**config.mk**
```make
export PLATFORM = sky130hd
export DESIGN_NAME = m4inv_ctrl
export DESIGN_NICKNAME = d
export VERILOG_FILES = /design/src/rtl/core/m4inv_pkg.sv /design/src/rtl/core/m4inv_ctrl.sv
export SDC_FILE = /design/constraint.sdc
export NUM_CORES = 1
export LEC_CHECK = 0
export BUFFER_PORTS_ARGS = -buffer_cell sky130_fd_sc_hd__buf_4
export CORE_ASPECT_RATIO = 0.6
export CORE_UTILIZATION = 55
export CTS_CLUSTER_SIZE = 12
export DETAILED_ROUTE_END_ITERATION = 7
export GPL_ROUTABILITY_DRIVEN = 0
export PLACE_DENSITY = 0.79
export SLEW_MARGIN = 10
export SYNTH_ARGS = -nofsm -noshare
export SYNTH_HDL_FRONTEND = slang
export SYNTH_SLANG_ARGS = --single-unit
```
**constraint.sdc**
```tcl
create_clock -name clk -period 3.1 [get_ports clk]
set_input_delay 0.155 -clock clk [delete_from_list [all_inputs] [get_ports clk]]
set_output_delay 0.155 -clock clk [all_outputs]
set_load 0.03 [all_outputs]
```
**src/rtl/core/m4inv_pkg.sv**
```systemverilog
// m4inv_pkg: shared types and coefficient tables for the 4x4 matrix inverter
// holds the controller/datapath command and status structs and the cofactor tables
// no dependencies
package m4inv_pkg;

    // computation phases driven by the controller
    typedef enum logic [1:0] {
        PH_SC  = 2'd0,
        PH_COF = 2'd1,
        PH_DET = 2'd2
    } m4inv_phase_t;

    // wide store layout: elements, then 2x2 sub-determinants, then adjugate
    localparam logic [5:0] WA_SC  = 6'd16;
    localparam logic [5:0] WA_COF = 6'd28;
    localparam int         WIDE_DEPTH = 44;

    // controller to datapath
    typedef struct packed {
        logic         load;
        logic         mac;
        m4inv_phase_t phase;
        logic [3:0]   idx;
        logic [1:0]   term;
        logic [1:0]   chunk;
        logic         rd_cof;
        logic         div_go;
        logic         emit;
        logic         emit_zero;
        logic [3:0]   pos;
    } m4inv_cmd_t;

    // datapath to controller
    typedef struct packed {
        logic det_zero;
        logic div_done;
    } m4inv_status_t;

    // sub-determinant p*q - r*t, element indices
    typedef struct packed {
        logic [3:0] p;
        logic [3:0] q;
        logic [3:0] r;
        logic [3:0] t;
    } m4inv_sc_term_t;

    // one adjugate term: element times sub-determinant, with sign
    typedef struct packed {
        logic       neg;
        logic [3:0] sc;
        logic [3:0] e;
    } m4inv_cof_term_t;

    // s0..s5 from rows 0 and 1, c0..c5 (codes 6..11) from rows 2 and 3
    function automatic m4inv_sc_term_t sc_term(input logic [3:0] idx);
        m4inv_sc_term_t r;
        begin
            case (idx)
                4'd0:    r = '{4'd0,  4'd5,  4'd1,  4'd4};
                4'd1:    r = '{4'd0,  4'd6,  4'd2,  4'd4};
                4'd2:    r = '{4'd0,  4'd7,  4'd3,  4'd4};
                4'd3:    r = '{4'd1,  4'd6,  4'd2,  4'd5};
                4'd4:    r = '{4'd1,  4'd7,  4'd3,  4'd5};
                4'd5:    r = '{4'd2,  4'd7,  4'd3,  4'd6};
                4'd6:    r = '{4'd8,  4'd13, 4'd9,  4'd12};
                4'd7:    r = '{4'd8,  4'd14, 4'd10, 4'd12};
                4'd8:    r = '{4'd8,  4'd15, 4'd11, 4'd12};
                4'd9:    r = '{4'd9,  4'd14, 4'd10, 4'd13};
                4'd10:   r = '{4'd9,  4'd15, 4'd11, 4'd13};
                4'd11:   r = '{4'd10, 4'd15, 4'd11, 4'd14};
                default: r = '0;
            endcase
            return r;
        end
    endfunction

    // adjugate element idx (row-major) is the sum of three such terms
    function automatic m4inv_cof_term_t cof_term(input logic [3:0] idx,
                                                 input logic [1:0] term);
        m4inv_cof_term_t r;
        begin
            case ({idx, term})
                {4'd0,  2'd0}: r = '{1'b0, 4'd11, 4'd5};
                {4'd0,  2'd1}: r = '{1'b1, 4'd10, 4'd6};
                {4'd0,  2'd2}: r = '{1'b0, 4'd9,  4'd7};
                {4'd1,  2'd0}: r = '{1'b1, 4'd11, 4'd1};
                {4'd1,  2'd1}: r = '{1'b0, 4'd10, 4'd2};
                {4'd1,  2'd2}: r = '{1'b1, 4'd9,  4'd3};
                {4'd2,  2'd0}: r = '{1'b0, 4'd5,  4'd13};
                {4'd2,  2'd1}: r = '{1'b1, 4'd4,  4'd14};
                {4'd2,  2'd2}: r = '{1'b0, 4'd3,  4'd15};
                {4'd3,  2'd0}: r = '{1'b1, 4'd5,  4'd9};
                {4'd3,  2'd1}: r = '{1'b0, 4'd4,  4'd10};
                {4'd3,  2'd2}: r = '{1'b1, 4'd3,  4'd11};
                {4'd4,  2'd0}: r = '{1'b1, 4'd11, 4'd4};
                {4'd4,  2'd1}: r = '{1'b0, 4'd8,  4'd6};
                {4'd4,  2'd2}: r = '{1'b1, 4'd7,  4'd7};
                {4'd5,  2'd0}: r = '{1'b0, 4'd11, 4'd0};
                {4'd5,  2'd1}: r = '{1'b1, 4'd8,  4'd2};
                {4'd5,  2'd2}: r = '{1'b0, 4'd7,  4'd3};
                {4'd6,  2'd0}: r = '{1'b1, 4'd5,  4'd12};
                {4'd6,  2'd1}: r = '{1'b0, 4'd2,  4'd14};
                {4'd6,  2'd2}: r = '{1'b1, 4'd1,  4'd15};
                {4'd7,  2'd0}: r = '{1'b0, 4'd5,  4'd8};
                {4'd7,  2'd1}: r = '{1'b1, 4'd2,  4'd10};
                {4'd7,  2'd2}: r = '{1'b0, 4'd1,  4'd11};
                {4'd8,  2'd0}: r = '{1'b0, 4'd10, 4'd4};
                {4'd8,  2'd1}: r = '{1'b1, 4'd8,  4'd5};
                {4'd8,  2'd2}: r = '{1'b0, 4'd6,  4'd7};
                {4'd9,  2'd0}: r = '{1'b1, 4'd10, 4'd0};
                {4'd9,  2'd1}: r = '{1'b0, 4'd8,  4'd1};
                {4'd9,  2'd2}: r = '{1'b1, 4'd6,  4'd3};
                {4'd10, 2'd0}: r = '{1'b0, 4'd4,  4'd12};
                {4'd10, 2'd1}: r = '{1'b1, 4'd2,  4'd13};
                {4'd10, 2'd2}: r = '{1'b0, 4'd0,  4'd15};
                {4'd11, 2'd0}: r = '{1'b1, 4'd4,  4'd8};
                {4'd11, 2'd1}: r = '{1'b0, 4'd2,  4'd9};
                {4'd11, 2'd2}: r = '{1'b1, 4'd0,  4'd11};
                {4'd12, 2'd0}: r = '{1'b1, 4'd9,  4'd4};
                {4'd12, 2'd1}: r = '{1'b0, 4'd7,  4'd5};
                {4'd12, 2'd2}: r = '{1'b1, 4'd6,  4'd6};
                {4'd13, 2'd0}: r = '{1'b0, 4'd9,  4'd0};
                {4'd13, 2'd1}: r = '{1'b1, 4'd7,  4'd1};
                {4'd13, 2'd2}: r = '{1'b0, 4'd6,  4'd2};
                {4'd14, 2'd0}: r = '{1'b1, 4'd3,  4'd12};
                {4'd14, 2'd1}: r = '{1'b0, 4'd1,  4'd13};
                {4'd14, 2'd2}: r = '{1'b1, 4'd0,  4'd14};
                {4'd15, 2'd0}: r = '{1'b0, 4'd3,  4'd8};
                {4'd15, 2'd1}: r = '{1'b1, 4'd1,  4'd9};
                {4'd15, 2'd2}: r = '{1'b0, 4'd0,  4'd10};
                default:       r = '0;
            endcase
            return r;
        end
    endfunction

endpackage

```
**src/rtl/core/m4inv_ctrl.sv**
```systemverilog
// m4inv_ctrl: controller of the matrix inverter
// counts loaded items, steps the multiply-accumulate schedule and the divisions
// depends on m4inv_pkg
module m4inv_ctrl (
    input  logic                     clk,
    input  logic                     rst_n,
    input  logic                     start,
    output logic                     busy,
    output m4inv_pkg::m4inv_cmd_t    cmd,
    input  m4inv_pkg::m4inv_status_t status
);
    import m4inv_pkg::*;

    typedef enum logic [5:0] {
        S_IDLE  = 6'b000001,
        S_MAC   = 6'b000010,
        S_DRAIN = 6'b000100,
        S_DIVRD = 6'b001000,
        S_DIVGO = 6'b010000,
        S_DIVW  = 6'b100000
    } state_t;

    state_t       state_reg, state_next;
    m4inv_phase_t phase_reg, phase_next;
    logic [3:0]   idx_reg, idx_next;
    logic [1:0]   term_reg, term_next;
    logic [1:0]   chunk_reg, chunk_next;
    logic         drain_reg, drain_next;
    logic [3:0]   pos_reg, pos_next;
    logic [3:0]   load_reg, load_next;

    logic [1:0] chunk_max, term_max;
    logic [3:0] idx_max;

    // loop bounds of each phase
    always_comb
    begin
        unique case (phase_reg)
            PH_SC:
            begin
                chunk_max = 2'd0;
                term_max  = 2'd1;
                idx_max   = 4'd11;
            end
            PH_COF:
            begin
                chunk_max = 2'd1;
                term_max  = 2'd2;
                idx_max   = 4'd15;
            end
            PH_DET:
            begin
                chunk_max = 2'd3;
                term_max  = 2'd0;
                idx_max   = 4'd3;
            end
            default:
            begin
                chunk_max = 2'd0;
                term_max  = 2'd0;
                idx_max   = 4'd0;
            end
        endcase
    end

    // next state and commands
    always_comb
    begin
        state_next = state_reg;
        phase_next = phase_reg;
        idx_next   = idx_reg;
        term_next  = term_reg;
        chunk_next = chunk_reg;
        drain_next = drain_reg;
        pos_next   = pos_reg;
        load_next  = load_reg;

        cmd       = '0;
        cmd.phase = phase_reg;
        cmd.idx   = idx_reg;
        cmd.term  = term_reg;
        cmd.chunk = chunk_reg;
        cmd.pos   = pos_reg;

        unique case (state_reg)
            S_IDLE:
            begin
                cmd.idx = load_reg;
                if (start)
                begin
                    cmd.load  = 1'b1;
                    load_next = load_reg + 1'b1;
                    if (load_reg == 4'd15)
                    begin
                        state_next = S_MAC;
                        phase_next = PH_SC;
                        idx_next   = '0;
                        term_next  = '0;
                        chunk_next = '0;
                    end
                end
            end
            S_MAC:
            begin
                cmd.mac = 1'b1;
                if (chunk_reg != chunk_max)
                begin
                    chunk_next = chunk_reg + 1'b1;
                end
                else
                begin
                    chunk_next = '0;
                    if (term_reg != term_max)
                    begin
                        term_next = term_reg + 1'b1;
                    end
                    else
                    begin
                        term_next = '0;
                        if (idx_reg != idx_max)
                        begin
                            idx_next = idx_reg + 1'b1;
                        end
                        else
                        begin
                            idx_next   = '0;
                            drain_next = 1'b0;
                            state_next = S_DRAIN;
                        end
                    end
                end
            end
            S_DRAIN:
            begin
                // let the last writeback land before the next phase reads
                drain_next = 1'b1;
                if (drain_reg)
                begin
                    if (phase_reg == PH_DET)
                    begin
                        pos_next   = '0;
                        state_next = S_DIVRD;
                    end
                    else
                    begin
                        phase_next = (phase_reg == PH_SC) ? PH_COF : PH_DET;
                        state_next = S_MAC;
                    end
                end
            end
            S_DIVRD:
            begin
                cmd.rd_cof = 1'b1;
                state_next = S_DIVGO;
            end
            S_DIVGO:
            begin
                if (status.det_zero)
                begin
                    cmd.emit      = 1'b1;
                    cmd.emit_zero = 1'b1;
                    pos_next      = pos_reg + 1'b1;
                    state_next    = (pos_reg == 4'd15) ? S_IDLE : S_DIVRD;
                end
                else
                begin
                    cmd.div_go = 1'b1;
                    state_next = S_DIVW;
                end
            end
            S_DIVW:
            begin
                if (status.div_done)
                begin
                    cmd.emit   = 1'b1;
                    pos_next   = pos_reg + 1'b1;
                    state_next = (pos_reg == 4'd15) ? S_IDLE : S_DIVRD;
                end
            end
            default:
            begin
                state_next = S_IDLE;
            end
        endcase
    end

    always_ff @(posedge clk or negedge rst_n)
    begin
        if (!rst_n)
        begin
            state_reg <= S_IDLE;
            phase_reg <= PH_SC;
            idx_reg   <= '0;
            term_reg  <= '0;
            chunk_reg <= '0;
            drain_reg <= 1'b0;
            pos_reg   <= '0;
            load_reg  <= '0;
        end
        else
        begin
            state_reg <= state_next;
            phase_reg <= phase_next;
            idx_reg   <= idx_next;
            term_reg  <= term_next;
            chunk_reg <= chunk_next;
            drain_reg <= drain_next;
            pos_reg   <= pos_next;
            load_reg  <= load_next;
        end
    end

    assign busy = state_reg != S_IDLE;

endmodule

```
==> results.cfg <==
[synthesis]
synth_warnings = 0
syn_nets = 175
synth.avg_cell_area_sq_um = 10.0
synth_area_leader_cell = dfrtp_1
synth_cell_types = 49
synth.top_cell.area_share_pct = 37.2
ys_seq_area_share_pct = 38.8
synth_edf_count = 0
synth.area.top_cells = dfrtp_1, ha_1, mux2_2
netlist_instances = 161
yosys.area_share.xor_xnor_pct = 5.42
yosys-mux-area-fraction_pct = 6.11
synthAdderAreaFrac_pct = 6.97
synth-async-reset-ratio_pct = 100
synth_top_family_by_area = simple AND/OR/NAND/NOR gates
synth_ff_type = dfrtp_1
synth-compound-area-share_pct = 16.4
syn_area_sq_um = 1620
synthSimpleGateAreaFrac_pct = 22.6
ys_seq_elements = 25

[placed_design]
dp_hpwl_mm = 2.89
detailed_place.area_sq_um = 1820
port-buffer-count = 25
preCtsSetupSlack_ps = 914

[cts]
clk_path_buf_depth = 2
cts_made_buffers = 3
htree_levels = 1
cts.clk_slew.worst_paths_ps = 90
clkSinkCount = 25
cts_tree = done
root_buffer = clkbuf_8
ctsResizeCount = 0
clk_latency_ps = 280

[floorplanning]
start_util_pct = 61.1
dieArea_sq_um = 3170
die_x_um = 72.0
core_area_sq_um = 2650
rows = 14
die_h_um = 44.0
ios = 26

[detailed_routing]
viasPerCell = 5.99
wirelength_mm = 3.75
drc_errors = 0
drt_first_pass_iters = 4
via_count = 1359
postRouteAntennaNets = 0
routedWlPerCell_um = 16.5
drt-initial-drc-count = 106

[hold_path]
whs_path_depth = 3
hp-class = in -> reg

[finish]
nets = 202
syn_to_final_growth_pct = 16.6
layout_commonest_cell = buf_4
diodes = 0
mostFrequentLayoutCells = buf_4, dfrtp_1, nand2_1
largest_reg_flops = 6
drive_above_1_share_pct = 25.1
fillers = 222
post-route-cell-area_sq_um = 1880

[timing]
fin_ws_ps = 880
fin_worst_skew_ps = 7.44
max_freq_ghz = 0.451
setup_viol = 0
finalSetupTns_ps = 0
grt_setup_unrepaired = false
drv_slew = 0
layout_min_cycle_time_ps = 2220
worst_slew_margin_rel_pct = 56.9
hold_viol = 0
worst_pin_slew_ps = 641
finalCritPeriodShare_pct = 71.6

[power]
powerDensity_nw_per_um2 = 291
power_uw = 548
p_switching_uw = 123
swShare_pct = 22.5
p_int_uw = 425
irDropWorstVdd_mv = 0.280
seq_power_share_pct = 59.5
clock_power_share_pct = 38.3
combPwrFrac_pct = 2.2
power_leakage_nw = 0.894

[global_routing]
grt_max_degree = 26
grt_pass1_vias = 1227
grt_util_met1_pct = 38.7
grt_antenna_before_repair = 0
busiest_layer = met2
grt_pass1_wl_mm = 5.95
gr-total-overflow = 0
grt_usage_pct = 25.8
grt_use_met3_pct = 5.58
met2_usage_pct = 38.9

[worst_setup_path]
cp-start-kind = flip-flop
critPathCaptureType = flip-flop
critPathArrivalTime_ps = 2390
r2r_cells = 7
cp_max_fo = 6
cp_data_required_time_ps = 3270
path_class = reg -> reg

[outcome]
outcome = finished, final reports clean

[job]
maxCapViolations = 0
## logic make-up (layout without fill, tap and decap cells)
group / Yosys count / count (layout)
and+or+nand+nor: 59 / 59
AOI/OAI and AO/OA: 37 / 37
DFF: 25 / 25
buffers and inverters: 12 / 38
xor gates and xnor gates: 10 / 10
adders and majority gates: 9 / 9
muxes: 9 / 9
## cells in the mapped netlist, drive strengths merged, types with 2 or more instances
cell type / instances
dfrtp: 24
nand2: 15
ha: 9
o21ai: 9
inv: 8
a22o: 7
mux2: 7
xor2: 7
nand3: 6
nor2: 6
nand2b: 5
nor4: 4
o22ai: 4
a21o: 3
and3: 3
buf: 3
nand3b: 3
nor4b: 3
xnor2: 3
a31o: 2
and3b: 2
mux2i: 2
nand4: 2
nor2b: 2
nor3: 2
o21a: 2
## metal layers
layer  vias up  routed length [um]  part of all wire, %
li1        647                   -                    -
met1       659                1830                   49
met2        49                1610                   43
met3         4                 272                  7.2
met4         0                  34                 0.91
met5         -                   0                    0
## power by group through the flow
stage	Combinational (mW)	Sequential, mW	Clock [mW]
after global placement	0.0110	0.332	0
after global routing	0.0136	0.326	0.223
after detailed placement	0.0113	0.332	0
after CTS	0.0124	0.326	0.212
final	0.0120	0.326	0.210
after floorplan	0.000410	0.332	0
## metrics by stage
stage	instances	util [%]	hold WS (ps)
2_1_floorplan	161	-	-141
3_3_place_gp	222	69.0	77.3
3_5_place_dp	222	69.0	77.9
4_1_cts	227	71.2	191
5_1_grt	227	71.2	246
6_report	227	71.2	190
## critical path: stages, from the launching register on
cell     delay [ps]
dfrtp_1         460
inv_1           120
ha_1            340
xor2_1          180
nor4_1          260
o21ai_0         100
or3_1           380
a31o_2          270
## layout make-up
class                           count  area [sq um]  area share [%]
Timing Repair Buffer               26           198            10.5
Sequential cell                    25           627            33.3
Tap cell                           40          50.0            2.66
Inverter                            8          30.0            1.59
Clock inverter                      1          8.76           0.465
Multi-Input combinational cell    124           930            49.3
Clock buffer                        3          41.3            2.19
## repair_timing
action | in CTS | in global routing
buffers inserted | 0 | 0
endpoints found under the hold margin | 24 | 0
hold buffers | 1 | 0
## final timing paths
check | from | end | slack [ps]
min reg2reg | load_reg[3] | load_reg[3] | 510
min | status[1] | state_reg[5] | 190
max reg2reg | phase_reg[0] | drain_reg | 880
max | phase_reg[0] | drain_reg | 880
max in group asynchronous | rst_n | state_reg[0] | 2500
min in group asynchronous | rst_n | phase_reg[0] | 310
Note: power is estimated with default switching activity, not from simulation.
